`src/design/chl_pkg.sv`:
```
// Types, constants and helper functions of the C syntax highlight lexer.
package chl_pkg;

   localparam int KwTable = 23;
   localparam int KwCount = 23;
   localparam int KwPlain = 15;
   localparam int PeekN   = 9;

   localparam logic [2:0] ClsNormal  = 3'd0;
   localparam logic [2:0] ClsComment = 3'd1;
   localparam logic [2:0] ClsBlock   = 3'd2;
   localparam logic [2:0] ClsKeyword = 3'd3;
   localparam logic [2:0] ClsType    = 3'd4;
   localparam logic [2:0] ClsString  = 3'd5;
   localparam logic [2:0] ClsNumber  = 3'd6;

   localparam logic [1:0] RegSyntaxEnable = 2'd0;
   localparam logic [1:0] RegHlNumbers    = 2'd1;
   localparam logic [1:0] RegHlStrings    = 2'd2;

   localparam logic [7:0] ChSlash  = 8'h2F;
   localparam logic [7:0] ChStar   = 8'h2A;
   localparam logic [7:0] ChBslash = 8'h5C;
   localparam logic [7:0] ChDquote = 8'h22;
   localparam logic [7:0] ChSquote = 8'h27;
   localparam logic [7:0] ChDot    = 8'h2E;
   localparam logic [7:0] ChZero   = 8'h30;
   localparam logic [7:0] ChNine   = 8'h39;

   // Keyword bytes, first character in the low byte.
   localparam logic [63:0] KwWord [KwTable] = '{
      64'h0000_6863_7469_7773, // switch
      64'h0000_0000_0000_6669, // if
      64'h0000_0065_6C69_6877, // while
      64'h0000_0000_0072_6F66, // for
      64'h0000_006B_6165_7262, // break
      64'h6575_6E69_746E_6F63, // continue
      64'h0000_6E72_7574_6572, // return
      64'h0000_0000_6573_6C65, // else
      64'h0000_7463_7572_7473, // struct
      64'h0000_006E_6F69_6E75, // union
      64'h0066_6564_6570_7974, // typedef
      64'h0000_6369_7461_7473, // static
      64'h0000_0000_6D75_6E65, // enum
      64'h0000_0073_7361_6C63, // class
      64'h0000_0000_6573_6163, // case
      64'h0000_0000_0074_6E69, // int
      64'h0000_0000_676E_6F6C, // long
      64'h0000_656C_6275_6F64, // double
      64'h0000_0074_616F_6C66, // float
      64'h0000_0000_7261_6863, // char
      64'h6465_6E67_6973_6E75, // unsigned
      64'h0000_6465_6E67_6973, // signed
      64'h0000_0000_6469_6F76  // void
   };

   localparam logic [3:0] KwLen [KwTable] = '{
      4'd6, 4'd2, 4'd5, 4'd3, 4'd5, 4'd8, 4'd6, 4'd4, 4'd6, 4'd5, 4'd7, 4'd6,
      4'd4, 4'd5, 4'd4, 4'd3, 4'd4, 4'd6, 4'd5, 4'd4, 4'd8, 4'd6, 4'd4
   };

   typedef struct packed {
      logic       syntax_enable;
      logic       highlight_numbers;
      logic       highlight_strings;
   } cfg_type;

   typedef struct packed {
      logic       block_open;
      logic [7:0] quote;
      logic       after_sep;
      logic [2:0] prev_class;
      logic [3:0] run_count;
      logic [2:0] run_class;
      logic       line_comment;
   } lex_state_type;

   localparam lex_state_type LexReset = '{
      block_open: 1'b0, quote: 8'd0, after_sep: 1'b1, prev_class: 3'd0,
      run_count: 4'd0, run_class: 3'd0, line_comment: 1'b0
   };

   function automatic logic is_sep(input logic [7:0] c);
      logic r;
      r = (c == 8'h00) || (c == 8'h20) || (c >= 8'h09 && c <= 8'h0D);
      r = r || c == 8'h2C || c == 8'h2E || c == 8'h28 || c == 8'h29;
      r = r || c == 8'h2B || c == 8'h2D || c == 8'h2F || c == 8'h2A;
      r = r || c == 8'h3D || c == 8'h7E || c == 8'h25 || c == 8'h3C;
      r = r || c == 8'h3E || c == 8'h5B || c == 8'h5D || c == 8'h3B;
      return r;
   endfunction

   function automatic logic [5:0] class_color(input logic [2:0] cls);
      logic [5:0] r;
      case (cls)
         ClsComment, ClsBlock: r = 6'd36;
         ClsKeyword:           r = 6'd33;
         ClsType:              r = 6'd32;
         ClsString:            r = 6'd35;
         ClsNumber:            r = 6'd31;
         default:              r = 6'd37;
      endcase
      return r;
   endfunction

   // Clear the state at a line end, but keep the block comment flag.
   function automatic lex_state_type line_reset(input lex_state_type s);
      lex_state_type r;
      r = LexReset;
      r.block_open = s.block_open;
      return r;
   endfunction

endpackage

```
`src/design/chl_if.sv`:
```
// Valid/ready channel interfaces for items and results.
interface chl_req_if;
   logic       valid;
   logic       ready;
   logic [7:0] char_code;
   logic       has_char;
   logic       last_in_line;
   logic       file_start;

   modport source (output valid, char_code, has_char, last_in_line, file_start,
                   input ready);
   modport sink (input valid, char_code, has_char, last_in_line, file_start,
                 output ready);
endinterface

interface chl_rsp_if;
   logic       valid;
   logic       ready;
   logic [2:0] hl_class;
   logic [5:0] color_code;
   logic       line_done;

   modport source (output valid, hl_class, color_code, line_done, input ready);
   modport sink (input valid, hl_class, color_code, line_done, output ready);
endinterface

```
`src/design/chl_classify.sv`:
```
// Classifies the head character of the lookahead window and computes the next lexer state.
module chl_classify #(
   parameter int WINDOW_DEPTH = 10,
   parameter int FillW = 4
) (
   input  logic [7:0]             win [WINDOW_DEPTH],
   input  logic [FillW-1:0]       fill,
   input  chl_pkg::lex_state_type st,
   input  chl_pkg::cfg_type       cfg,
   output logic [2:0]             cls,
   output chl_pkg::lex_state_type st_next
);
   import chl_pkg::*;

   logic [7:0] pk [PeekN];
   logic       kw_hit;
   logic [3:0] kw_len;
   logic [2:0] kw_cls;
   logic       num_hit;

   for (genvar k = 0; k < PeekN; k++) begin : g_peek
      if (k < WINDOW_DEPTH) begin : g_in
         assign pk[k] = (FillW'(k) < fill) ? win[k] : 8'h00;
      end else begin : g_out
         assign pk[k] = 8'h00;
      end
   end

   // Parallel compare of every keyword against the window; first entry wins.
   always_comb begin
      logic match;
      kw_hit = 1'b0;
      kw_len = 4'd0;
      kw_cls = ClsNormal;
      for (int j = 0; j < KwCount; j++) begin
         match = is_sep(pk[KwLen[j]]);
         for (int k = 0; k < 8; k++) begin
            if (4'(k) < KwLen[j] && pk[k] != KwWord[j][8*k +: 8]) begin
               match = 1'b0;
            end
         end
         if (match && !kw_hit) begin
            kw_hit = 1'b1;
            kw_len = KwLen[j];
            kw_cls = (j < KwPlain) ? ClsKeyword : ClsType;
         end
      end
   end

   assign num_hit = ((pk[0] >= ChZero && pk[0] <= ChNine) &&
                     (st.after_sep || st.prev_class == ClsNumber)) ||
                    (pk[0] == ChDot && st.prev_class == ClsNumber);

   always_comb begin
      st_next = st;
      cls = ClsNormal;
      if (!cfg.syntax_enable) begin
         cls = ClsNormal;
      end else if (st.run_count != 4'd0) begin
         st_next.run_count = st.run_count - 4'd1;
         cls = st.run_class;
      end else if (st.line_comment) begin
         cls = ClsComment;
      end else if (st.quote == 8'd0 && !st.block_open && pk[0] == ChSlash &&
                   pk[1] == ChSlash) begin
         st_next.line_comment = 1'b1;
         cls = ClsComment;
      end else if (st.quote == 8'd0 && st.block_open) begin
         if (pk[0] == ChStar && pk[1] == ChSlash) begin
            st_next.run_count  = 4'd1;
            st_next.run_class  = ClsBlock;
            st_next.block_open = 1'b0;
            st_next.after_sep  = 1'b1;
         end
         cls = ClsBlock;
      end else if (st.quote == 8'd0 && pk[0] == ChSlash && pk[1] == ChStar) begin
         st_next.run_count  = 4'd1;
         st_next.run_class  = ClsBlock;
         st_next.block_open = 1'b1;
         cls = ClsBlock;
      end else if (cfg.highlight_strings && st.quote != 8'd0) begin
         if (pk[0] == ChBslash && fill > FillW'(1)) begin
            st_next.run_count = 4'd1;
            st_next.run_class = ClsString;
         end else begin
            if (pk[0] == st.quote) begin
               st_next.quote = 8'd0;
            end
            st_next.after_sep = 1'b1;
         end
         cls = ClsString;
      end else if (cfg.highlight_strings && (pk[0] == ChDquote || pk[0] == ChSquote)) begin
         st_next.quote = pk[0];
         cls = ClsString;
      end else if (cfg.highlight_numbers && num_hit) begin
         st_next.after_sep = 1'b0;
         cls = ClsNumber;
      end else if (st.after_sep && kw_hit) begin
         st_next.run_count = kw_len - 4'd1;
         st_next.run_class = kw_cls;
         st_next.after_sep = 1'b0;
         cls = kw_cls;
      end else begin
         st_next.after_sep = is_sep(pk[0]);
      end
      st_next.prev_class = cls;
   end

endmodule

```
`src/design/c_syntax_highlight_lexer.sv`:
```
// C syntax highlight lexer: one character item in, highlight class results out.
// Characters enter a lookahead window of WINDOW_DEPTH entries; once it is full,
// each new character pushes out one result, so a stream runs at one item per
// cycle while results are taken, with results trailing the input by
// WINDOW_DEPTH characters. An item that ends a line flushes the window one
// result per cycle while results are taken, and no item is taken until the
// flush ends. Keyword matching is combinational over the whole table; the
// result register admits new items while a result waits, until the window fills.
module c_syntax_highlight_lexer #(
   parameter int WINDOW_DEPTH = 10
) (
   input  logic       clock,
   input  logic       reset,
   chl_req_if.sink    req_ch,
   chl_rsp_if.source  rsp_ch,
   input  logic       csr_we,
   input  logic [1:0] csr_idx,
   input  logic [0:0] csr_wdata
);
   import chl_pkg::*;

   localparam int FillW = $clog2(WINDOW_DEPTH + 1);

   logic [7:0]    win_ff [WINDOW_DEPTH];
   logic [7:0]    win_in [WINDOW_DEPTH];
   logic [FillW-1:0] fill_ff, fill_in;
   lex_state_type st_ff, st_in, st_cls;
   cfg_type       cfg_ff;
   logic          flush_ff, flush_in;
   logic          rsp_valid_ff;
   logic [2:0]    rsp_class_ff;
   logic          rsp_done_ff;
   logic [2:0]    cls;
   logic          slot_free, full, emit, accept;

   assign full      = (fill_ff == FillW'(WINDOW_DEPTH));
   assign slot_free = !rsp_valid_ff || rsp_ch.ready;
   assign emit      = (flush_ff || full) && fill_ff != '0 && slot_free;
   assign req_ch.ready = !flush_ff && (!full || slot_free);
   assign accept    = req_ch.valid && req_ch.ready;

   chl_classify #(.WINDOW_DEPTH(WINDOW_DEPTH), .FillW(FillW)) u_cls (
      .win(win_ff), .fill(fill_ff), .st(st_ff), .cfg(cfg_ff),
      .cls(cls), .st_next(st_cls)
   );

   always_comb begin
      logic [FillW-1:0] f;
      f = fill_ff;
      win_in = win_ff;
      st_in = st_ff;
      flush_in = flush_ff;
      // Retire the head first, then apply the new item.
      if (emit) begin
         for (int i = 0; i < WINDOW_DEPTH - 1; i++) begin
            win_in[i] = win_ff[i + 1];
         end
         f = fill_ff - FillW'(1);
         st_in = st_cls;
         if (flush_ff && fill_ff == FillW'(1)) begin
            flush_in = 1'b0;
            st_in = line_reset(st_cls);
         end
      end
      if (accept) begin
         if (req_ch.file_start) begin
            f = '0;
            st_in = LexReset;
         end
         if (req_ch.has_char && f != FillW'(WINDOW_DEPTH)) begin
            for (int i = 0; i < WINDOW_DEPTH; i++) begin
               if (FillW'(i) == f) begin
                  win_in[i] = req_ch.char_code;
               end
            end
            f = f + FillW'(1);
         end
         if (req_ch.last_in_line) begin
            if (f == '0) begin
               st_in = line_reset(st_in);
            end else begin
               flush_in = 1'b1;
            end
         end
      end
      fill_in = f;
   end

   always_ff @(posedge clock) begin
      win_ff <= win_in;
      if (emit) begin
         rsp_class_ff <= cls;
         rsp_done_ff  <= flush_ff && fill_ff == FillW'(1);
      end
      if (reset) begin
         fill_ff      <= '0;
         st_ff        <= LexReset;
         flush_ff     <= 1'b0;
         rsp_valid_ff <= 1'b0;
         cfg_ff       <= '{syntax_enable: 1'b0, highlight_numbers: 1'b1,
                           highlight_strings: 1'b1};
      end else begin
         fill_ff  <= fill_in;
         st_ff    <= st_in;
         flush_ff <= flush_in;
         if (emit) begin
            rsp_valid_ff <= 1'b1;
         end else if (rsp_ch.ready) begin
            rsp_valid_ff <= 1'b0;
         end
         if (csr_we) begin
            case (csr_idx)
               RegSyntaxEnable: cfg_ff.syntax_enable     <= csr_wdata[0];
               RegHlNumbers:    cfg_ff.highlight_numbers <= csr_wdata[0];
               RegHlStrings:    cfg_ff.highlight_strings <= csr_wdata[0];
               default: ;
            endcase
         end
      end
   end

   assign rsp_ch.valid      = rsp_valid_ff;
   assign rsp_ch.hl_class   = rsp_class_ff;
   assign rsp_ch.color_code = class_color(rsp_class_ff);
   assign rsp_ch.line_done  = rsp_done_ff;

endmodule

```
`src/flat_wrapper.sv`:
```
// flat-port wrapper written by rule: the top's interface ports become plain ports
module c_syntax_highlight_lexer_flat import chl_pkg::*;
#(
   parameter int WINDOW_DEPTH = 10
)
  (clock, reset, csr_we, csr_idx, csr_wdata, req_ch_valid, req_ch_char_code, req_ch_has_char, req_ch_last_in_line, req_ch_file_start, req_ch_ready, rsp_ch_valid, rsp_ch_hl_class, rsp_ch_color_code, rsp_ch_line_done, rsp_ch_ready);
  chl_req_if req_ch_i ();
  chl_rsp_if rsp_ch_i ();
  input  logic clock;
  input  logic reset;
  input  logic csr_we;
  input  logic [1:0] csr_idx;
  input  logic [0:0] csr_wdata;
  input wire logic [$bits(req_ch_i.valid)-1:0] req_ch_valid;
  input wire logic [$bits(req_ch_i.char_code)-1:0] req_ch_char_code;
  input wire logic [$bits(req_ch_i.has_char)-1:0] req_ch_has_char;
  input wire logic [$bits(req_ch_i.last_in_line)-1:0] req_ch_last_in_line;
  input wire logic [$bits(req_ch_i.file_start)-1:0] req_ch_file_start;
  output wire logic [$bits(req_ch_i.ready)-1:0] req_ch_ready;
  output wire logic [$bits(rsp_ch_i.valid)-1:0] rsp_ch_valid;
  output wire logic [$bits(rsp_ch_i.hl_class)-1:0] rsp_ch_hl_class;
  output wire logic [$bits(rsp_ch_i.color_code)-1:0] rsp_ch_color_code;
  output wire logic [$bits(rsp_ch_i.line_done)-1:0] rsp_ch_line_done;
  input wire logic [$bits(rsp_ch_i.ready)-1:0] rsp_ch_ready;
  assign req_ch_i.valid = req_ch_valid;
  assign req_ch_i.char_code = req_ch_char_code;
  assign req_ch_i.has_char = req_ch_has_char;
  assign req_ch_i.last_in_line = req_ch_last_in_line;
  assign req_ch_i.file_start = req_ch_file_start;
  assign req_ch_ready = req_ch_i.ready;
  assign rsp_ch_valid = rsp_ch_i.valid;
  assign rsp_ch_hl_class = rsp_ch_i.hl_class;
  assign rsp_ch_color_code = rsp_ch_i.color_code;
  assign rsp_ch_line_done = rsp_ch_i.line_done;
  assign rsp_ch_i.ready = rsp_ch_ready;
  c_syntax_highlight_lexer #(.WINDOW_DEPTH(WINDOW_DEPTH)) u_core (.clock(clock), .reset(reset), .req_ch(req_ch_i), .rsp_ch(rsp_ch_i), .csr_we(csr_we), .csr_idx(csr_idx), .csr_wdata(csr_wdata));
endmodule
```
`config.mk`:
```
export PLATFORM = sky130hd
export DESIGN_NAME = c_syntax_highlight_lexer_flat
export DESIGN_NICKNAME = d
export VERILOG_FILES = /design/src/design/chl_pkg.sv /design/src/design/chl_if.sv /design/src/design/chl_classify.sv /design/src/design/c_syntax_highlight_lexer.sv /design/src/flat_wrapper.sv
export SDC_FILE = /design/constraint.sdc
export NUM_CORES = 1
export LEC_CHECK = 0
export BUFFER_PORTS_ARGS = -buffer_cell sky130_fd_sc_hd__buf_2
export CORE_UTILIZATION = 53
export CTS_CLUSTER_DIAMETER = 200
export DETAILED_ROUTE_END_ITERATION = 8
export PLACE_DENSITY = 0.79
export SYNTH_ARGS = -nofsm -noshare
export SYNTH_HDL_FRONTEND = slang
export SYNTH_SLANG_ARGS = --single-unit
export TNS_END_PERCENT = 30
```
`constraint.sdc`:
```
create_clock -name clock -period 5.1 [get_ports clock]
set_clock_uncertainty 0.1 [all_clocks]
set_input_delay 0.765 -clock clock [delete_from_list [all_inputs] [get_ports clock]]
set_output_delay 0.765 -clock clock [all_outputs]
set_load 0.01 [all_outputs]
```
==> results of run 1 <==
-- final cells by class --
type | count | area (sq um) | area share
Clock buffer | 17 | 425.4 | 0.04400
Multi-Input combinational cell | 961 | 6055 | 0.6262
Timing Repair Buffer | 44 | 255.2 | 0.02640
Sequential cell | 114 | 2402 | 0.2484
Clock inverter | 15 | 170.2 | 0.01760
Tap cell | 220 | 275.3 | 0.02847
Inverter | 23 | 86.33 | 0.008929
-- where the power goes --
group	total, W	switching (W)	internal (W)
clock	0.00122	0.000490	0.000733
sequential	0.00154	0.000452	0.00109
combinational	0.000889	0.000509	0.000380
-- cells in the final DEF (no fill, tap or decap), types with 10 or more instances in the layout --
cell	count
buf_2	30
o211ai_1	10
dfxtp_1	102
buf_4	14
o21ai_0	118
nor2b_1	30
or4_1	13
nor4_1	28
nand2b_1	15
a211oi_1	11
a31oi_1	20
clkbuf_16	17
and3_1	18
xnor2_1	15
nor3_1	45
inv_1	21
nand3b_1	10
nand3_1	31
and2_1	21
nor2_1	100
a21oi_1	41
edfxtp_1	12
nand4_1	34
mux2i_1	67
ha_1	12
nand2_1	138
-- kinds of logic (layout without fill, tap and decap cells) --
| kind of cell | after synthesis | in the layout | share of synthesized area |
|---|---|---|---|
| compound gates | 301 | 301 | 0.2233 |
| xor+xnor | 23 | 23 | 0.02263 |
| fa+ha+maj | 12 | 12 | 0.01686 |
| buf+inv | 115 | 99 | 0.05143 |
| flops | 114 | 114 | 0.2698 |
| mux | 69 | 69 | 0.07785 |
| simple gates | 556 | 556 | 0.3381 |
-- worst max-delay path by stage --
stage                           start         endpoint  slack (ns)
finish              u_core.fill_ff[0]  u_core.st_ff[5]        0.63
global route        u_core.fill_ff[0]  u_core.st_ff[5]        0.34
global placement    u_core.fill_ff[0]  u_core.st_ff[5]        0.82
CTS                 u_core.fill_ff[0]  u_core.st_ff[5]        0.69
floorplan           u_core.fill_ff[0]  u_core.st_ff[0]        1.22
detailed placement  u_core.fill_ff[0]  u_core.st_ff[5]        0.73
-- critical path, cell delays in order (launching register included) --
cell and delay [ns]:
dfxtp_1 0.44, inv_1 0.15, ha_1 0.26, and2b_1 0.45, o2111ai_1 0.38, buf_4 0.29, nor4_1 0.52, nand2_1 0.14
o311ai_0 0.36, nor3_1 0.14, nor2b_1 0.15, ha_1 0.27, or2_2 0.29, a311oi_1 0.21, a211o_1 0.14, o211a_1 0.12
-- per-layer routing --
metal  up-vias  GRT usage
li1       4373          -
met1      4507     0.5007
met2       551     0.5623
met3        93    0.06983
met4         0     0.1583
met5         -          0
-- stage by stage --
step | area (sq um) | utilization
floorplan | 8904 | -
global placement | 9074 | 0.5511
detailed placement | 9074 | 0.5511
CTS | 9669 | 0.5872
global route | 9669 | 0.5872
finish | 9669 | 0.5872
-- registers in the layout, summed over array words and instances, names as in the netlist --
name / count
u_core.cfg_ff: 3
u_core.fill_ff: 4
u_core.flush_ff: 1
u_core.rsp_ch.hl_class: 3
u_core.rsp_ch.line_done: 1
u_core.rsp_ch.valid: 1
u_core.st_ff: 21
u_core.win_ff: 80
==> flow_summary.toml, run 1 <==
[synth]
yosys.area.top_type = "dfxtp_1"
synth_flop_cell = "dfxtp_1"
ys_seq_elements = 114
yosysMostFrequentCell = "nand2_1"
synthTopCellsByArea = "dfxtp_1 (23%), mux2i_1 (7.5%), o21ai_0 (6.6%)"
synth-async-reset-ratio = 0
yosys-top-cells-count = "nand2_1 (138), o21ai_0 (118), dfxtp_1 (102)"
syn_nets = 1221
synth_cell_types = 100
synth_area_sq_mm = 0.008904
avgSynthCellArea_sq_um = 7.482
synth_seq_area_share = 0.2698
synthCells = 1190
synth-edff-count = 12
yosysWarningCount = 0
synth_top_cell_area_share = 0.2293

[placement]
place.gp.congestion = 1.057
dp_hpwl_um = 23960
port_buffers = 30
pre_cts_slack_ns = 0.7262
dpl.cell_count = 1362

[finish]
syn_to_final_growth_pct = 8.600
layout.cells.non_filler = 1394
nFillCells = 1485
nets = 1192
layout-drive-gt1-share = 0.09455
n_antenna_cell = 0

[clocking]
cts_resized = 0
cts_setup_buffers = 0
hold_buffers = 0
cts_root_buf = "clkbuf_16"
clock_path_buffers = 2
clock_sinks = 114
insertion_delay_ns = 0.42
clkTransAtPathRegs_ns = 0.07
cts_tree = "yes"
cts_buffers = 17
h-tree-depth = 4

[sta]
hold_viol = 0
rsz0062_at_grt = "false"
whs_ns = 0.3965
drv_slew = 0
fin_crit_ns = 4.474
setup_viol = 0
period_share = 0.8773
setup_ws_ns = 0.6258
timing.fmax_mhz = 223.5
tightestPinTransition_ns = 0.9955
slew_headroom = 0.3363
tns_ns = 0

[global_routing]
grt_first_pass_wirelength_um = 49140
antenna_found_initial = 0
grt_pass1_vias = 8451
grt-ovfl-total = 0
grt_use_total = 0.3672
grt_start_max_net_pins = 65

[detailed_routing]
drtIter0Drc = 1173
wl_met2_um = 14200
drcViolationCount = 0
top_layer_used = "met4"
drt-met1-wl_um = 13540
vias_per_cell = 6.832
ant_nets = 0
vias = 9524
route.met3.wl_um = 2952
firstDrtPassIters = 6
wl_um = 31990
wl_per_cell_um = 22.95

[worst_setup_path]
reg2reg_slack_ns = 0.63
cp-end-kind = "flip-flop"
reg2reg_from = "u_core.fill_ff[0]"
worstPathRequired_ns = 5.37
worstPathMaxFanout = 11
rr_endpoint = "u_core.st_ff[5]"
cp.arrival_ns = 4.75
rr_worst_depth = 15
crit_type = "flip-flop to flip-flop"
critPathLaunchType = "flip-flop"

[worst_hold_path]
min-delay-path-class = "flip-flop to flip-flop"
min_to = "u_core.st_ff[20]"
hp-start = "u_core.st_ff[20]"
hold_depth = 2

[floorplan]
fp.coreArea_sq_mm = 0.01647
start_util = 0.5407
rows = 47
boundaryPins = 31
die_h_um = 131.6
dieArea_sq_mm = 0.01732
die_w_um = 131.6

[job]
maxCapViolCount = 0

[pwr]
peakVddDrop_mv = 0.3254
p_leak_nw = 3.334
power_w = 0.003657
powerDensity_mw_per_mm2 = 378.2

[status]
status = "finished, final reports clean"
No activity file was read; power rests on OpenSTA's default activity.
==> inputs of run 2 (changes only) <==
--- a/config.mk
+++ b/config.mk
@@ -5,6 +5,7 @@
 export SDC_FILE = /design/constraint.sdc
 export NUM_CORES = 1
 export LEC_CHECK = 0
+export ABC_AREA = 1
 export BUFFER_PORTS_ARGS = -buffer_cell sky130_fd_sc_hd__buf_2
 export CORE_UTILIZATION = 53
 export CTS_CLUSTER_DIAMETER = 200
==> flow_summary.toml, run 2 <==
[status]
status = "finished, final reports clean"

[worst_setup_path]
reg2reg_from = "u_core.fill_ff[3]"
worstPathCellList = "nor2_4, nand2_4, nand3_4, inv_2, nand4_1, xor2_1, nor2_1, inv_1, nor2_1, inv_1, o21ai_2, inv_2, nand2_1, xor2_1, nor4_1, nand3_1, nand2_1, inv_1, o21ai_0, a21oi_2"
cp-end-kind = "flip-flop"
cp.arrival_ns = 4.62
reg2reg_slack_ns = 0.68
worstPathRequired_ns = 5.30
crit_type = "flip-flop to flip-flop"
slowest_delay_ns = 0.66
rr_worst_depth = 20
worst-path-buf-inv = 5
crit_path_frequent_cell = "inv_1"
critPathLaunchType = "flip-flop"
cp_slowest_cell = "dfxtp_1"
worstPathMaxFanout = 26
crit_family = "simple AND/OR/NAND/NOR gates"
startpoint = "u_core.fill_ff[3]"
rr_endpoint = "u_core.st_ff[5]"

[synth]
synth_seq_area_share = 0.2698
avgSynthCellArea_sq_um = 6.249
yosysWarningCount = 0
yosys.area.top_type = "dfxtp_1"
synth-edff-count = 12
synth-async-reset-ratio = 0
ys_seq_elements = 114
synth_flop_cell = "dfxtp_1"
yosysMostFrequentCell = "nand2_1"
syn_nets = 1456
synth_cell_types = 55
synth_area_sq_mm = 0.008905
yosys-top-cells-count = "nand2_1 (291), inv_1 (204), nor2_1 (151)"
synthCells = 1425
synth_top_cell_area_share = 0.2293
synthTopCellsByArea = "dfxtp_1 (23%), nand2_1 (12%), inv_1 (8.6%)"

[finish]
largest_register = "u_core.win_ff"
n_antenna_cell = 0
syn_to_final_growth_pct = 9.906
layout_commonest_cell = "nand2_1"
layout.cells.non_filler = 1670
largestRegisters = "u_core.win_ff (80), u_core.st_ff (21), u_core.fill_ff (4)"
layout-drive-gt1-share = 0.09103
nets = 1468
largest_reg_flops = 80
layout_common_cells = "nand2_1 (291), inv_1 (204), nor2_1 (151)"

[global_routing]
antenna_found_initial = 0
grt_start_max_net_pins = 79
grt-ovfl-total = 0
grt_first_pass_wirelength_um = 48850
grt_use_total = 0.3583
grt_pass1_vias = 9145

[placement]
port_buffers = 30
dp_hpwl_um = 23940
place.gp.congestion = 1.043
dpl.cell_count = 1638
pre_cts_slack_ns = 0.7954

[sta]
hold_viol = 0
tightestPinTransition_ns = 0.7745
timing.fmax_mhz = 226.2
period_share = 0.8668
fin_crit_ns = 4.421
slew_headroom = 0.4782
rsz0062_at_grt = "false"
drv_slew = 0
setup_viol = 0
setup_ws_ns = 0.6791
tns_ns = 0

[detailed_routing]
wl_um = 31140
vias_per_cell = 6.061
drcViolationCount = 0
ant_nets = 0
drt-met1-wl_um = 13240
vias = 10120
drtIter0Drc = 1258
route.met3.wl_um = 2527
top_layer_used = "met4"
wl_per_cell_um = 18.65
wl_met2_um = 14440
firstDrtPassIters = 6

[clocking]
clock_path_buffers = 2
cts_setup_buffers = 0
insertion_delay_ns = 0.42
cts_root_buf = "clkbuf_16"
cts_buffers = 17
h-tree-depth = 4
clock_sinks = 114
cts_tree = "yes"
hold_buffers = 0
cts_resized = 0
clkTransAtPathRegs_ns = 0.06

[floorplan]
fp.coreArea_sq_mm = 0.01647
rows = 47
die_w_um = 131.6
start_util = 0.5408
dieArea_sq_mm = 0.01732
die_h_um = 131.6
boundaryPins = 31

[pwr]
peakVddDrop_mv = 0.4979
p_leak_nw = 4.310
powerDensity_mw_per_mm2 = 455.6
power_w = 0.004459

[worst_hold_path]
min_to = "u_core.st_ff[19]"
hold_depth = 2
min-delay-path-class = "flip-flop to flip-flop"
hp-start = "u_core.st_ff[19]"

[job]
maxCapViolCount = 0
-- run 2: stage by stage --
step / hold WS, ns / utilization / instance area [sq um]
global placement: 0.3603 / 0.5571 / 9173
global route: 0.3869 / 0.5944 / 9787
detailed placement: 0.3585 / 0.5571 / 9173
finish: 0.3677 / 0.5944 / 9787
floorplan: 0.3421 / - / 8905
CTS: 0.3672 / 0.5944 / 9787
-- run 2: worst max path at each step --
| stage | cells after the start | endpoint | slack, ns |
|---|---|---|---|
| after floorplan | 29 | u_core.rsp_ch.hl_class[1] | 1.90 |
| after global placement | 21 | u_core.st_ff[5] | 0.91 |
| after detailed placement | 20 | u_core.st_ff[1] | 0.80 |
| after CTS | 20 | u_core.st_ff[1] | 0.74 |
| after global routing | 20 | u_core.st_ff[3] | 0.18 |
| final | 20 | u_core.st_ff[5] | 0.68 |
-- run 2: final cells by class --
class	count	area (sq um)
Clock inverter	13	181.4
Timing Repair Buffer	34	180.2
Multi-Input combinational cell	1055	5505
Tap cell	220	275.3
Clock buffer	19	432.9
Inverter	215	809.5
Sequential cell	114	2402
Fill cell	1612	6679
-- run 2: metal layers --
metal / track usage / vias up
met5: 0 / -
met4: 0.1402 / 0
met3: 0.07523 / 81
met2: 0.5811 / 487
met1: 0.4632 / 4681
li1: - / 4873
-- run 2: power by group --
group	switching, W	total [W]	internal [W]	leakage [nW]
sequential	0.000358	0.00156	0.00120	0.959
clock	0.000437	0.00125	0.000816	0.294
combinational	0.00112	0.00164	0.000526	3.06
-- run 2: cells by family after synthesis --
group           count (synthesis)  share of synthesized area
compound gates                285                     0.1950
xor+xnor                       18                    0.01770
fa+ha+maj                      12                    0.01686
buf+inv                       256                     0.1128
flops                         114                     0.2698
mux                             1                   0.001124
simple gates                  739                     0.3867
-- run 2: tightest hold or removal path: stages (launching register included) --
cell     delay (ns)
dfxtp_1        0.32
nand2_1        0.07
nor2_1         0.04
==> inputs of run 3 (changes only) <==
--- a/config.mk
+++ b/config.mk
@@ -10,7 +10,7 @@
 export CORE_UTILIZATION = 53
 export CTS_CLUSTER_DIAMETER = 200
 export DETAILED_ROUTE_END_ITERATION = 8
-export PLACE_DENSITY = 0.79
+export PLACE_DENSITY_LB_ADDON = 0.12
 export SYNTH_ARGS = -nofsm -noshare
 export SYNTH_HDL_FRONTEND = slang
 export SYNTH_SLANG_ARGS = --single-unit
==> flow_summary.toml, run 3 (synthesis gave the netlist of run 2 again) <==
[status]
status = "finished, final reports clean"

[finish]
final_core_util = 0.5906
nets = 1468
largest_reg_flops = 80
layout_common_cells = "nand2_1 (291), inv_1 (204), nor2_1 (151)"
largest_register = "u_core.win_ff"
layout_commonest_cell = "nand2_1"
nFillCells = 1642
largestRegisters = "u_core.win_ff (80), u_core.st_ff (21), u_core.fill_ff (4)"
syn_to_final_growth_pct = 9.203
n_antenna_cell = 0
layout-drive-gt1-share = 0.09172

[global_routing]
grt_busiest_layer = "met2"
met1_usage = 0.4739
grt_start_max_net_pins = 108
gr-usage-met2 = 0.5891
grt_use_total = 0.3644
met3_usage = 0.06134
grt_pass1_vias = 9119
grt-ovfl-total = 0
antenna_found_initial = 0
grt_first_pass_wirelength_um = 49400

[worst_setup_path]
cp.arrival_ns = 4.42
worstPathRequired_ns = 5.32
critPathLaunchType = "flip-flop"
startpoint = "u_core.fill_ff[3]"
worstPathMaxFanout = 26
cp-end-kind = "flip-flop"
crit_type = "flip-flop to flip-flop"
reg2reg_from = "u_core.fill_ff[3]"

[pwr]
p_leak_nw = 4.276
peakVddDrop_mv = 0.3882
power_w = 0.004325
powerDensity_mw_per_mm2 = 444.7

[sta]
whs_ns = 0.3766
tns_ns = 0
drv_slew = 0
rsz0062_at_grt = "false"
timing.fmax_mhz = 237.9
hold_viol = 0
setup_viol = 0
fin_crit_ns = 4.203
tightestPinTransition_ns = 1.015
period_share = 0.8242
slew_headroom = 0.3236

[worst_hold_path]
min-delay-path-class = "flip-flop to flip-flop"
hp-start = "u_core.st_ff[19]"

[placement]
dp_hpwl_um = 24490
place.gp.congestion = 1.080
port_buffers = 30

[job]
maxCapViolCount = 0

[clocking]
clock_path_buffers = 2
cts_tree = "yes"
clkTransAtPathRegs_ns = 0.06
cts_root_buf = "clkbuf_16"
cts_setup_buffers = 0
cts_resized = 0
cts_buffers = 17
clock_sinks = 114
insertion_delay_ns = 0.43
h-tree-depth = 4
hold_buffers = 0

[floorplan]
dieArea_sq_mm = 0.01732
die_w_um = 131.6
die_h_um = 131.6
start_util = 0.5408
fp.coreArea_sq_mm = 0.01647
boundaryPins = 31
rows = 47

[detailed_routing]
wl_per_cell_um = 18.92
vias = 10150
wl_um = 31600
drcViolationCount = 0
firstDrtPassIters = 6
drtIter0Drc = 964
vias_per_cell = 6.075
ant_nets = 0
-- run 3: cell types whose count changed in the layout (fill, tap and decap cells not counted) --
cell / change
inv_8: +2
clkinv_2: -3
clkbuf_1: -2
clkinvlp_4: +1
inv_6: +3
clkinv_1: +1
bufinv_16: -4
clkinv_4: +3
inv_4: -1
-- run 3: worst max-delay path, stage by stage, from the launching register on --
cell     delay, ns
dfxtp_1       0.46
nor2_4        0.49
nand2_4       0.17
nand3_4       0.32
xor2_1        0.14
nor2_1        0.27
inv_1         0.14
ha_1          0.24
inv_1         0.09
o21ai_2       0.09
inv_2         0.13
nand2_1       0.10
xor2_1        0.17
nor4_1        0.32
nand3_1       0.12
nand2_1       0.38
nor2_1        0.17
o21ai_0       0.14
a21oi_2       0.04
-- run 3: power by group --
part	leakage [nW]	switching, W	internal (W)
Clock	0.259	0.000485	0.000633
Sequential	0.959	0.000361	0.00120
Combinational	3.06	0.00111	0.000526
-- run 3: through the flow --
step | setup WS (ns) | instance area [sq um] | std cells
global placement | 0.9892 | 9173 | 1638
detailed placement | 0.9546 | 9173 | 1638
CTS | 0.9374 | 9724 | 1670
floorplan | 1.905 | 8905 | 1425
finish | 0.8966 | 9724 | 1670
global route | 0.5202 | 9724 | 1670
-- run 3: routing by layer --
metal  routed length (um)  part of all wire
met5                    0                 0
met4                 1266             0.040
met3                 2414             0.076
met2                14370              0.45
met1                13550              0.43
-- run 3: layout make-up --
cell class	count	area, sq um	area share
Clock buffer	17	425.4	0.04375
Inverter	215	809.5	0.08325
Timing Repair Buffer	34	180.2	0.01853
Clock inverter	15	126.4	0.01300
Sequential cell	114	2402	0.2470
Multi-Input combinational cell	1055	5505	0.5661
Tap cell	220	275.3	0.02831
-- run 3: worst paths after layout --
kind	end	slack, ns	cells past startpoint
hold / removal	u_core.st_ff[19]	0.38	2
hold reg to reg	u_core.st_ff[19]	0.38	2
setup reg to reg	u_core.st_ff[9]	0.90	18
setup / recovery	u_core.st_ff[9]	0.90	18
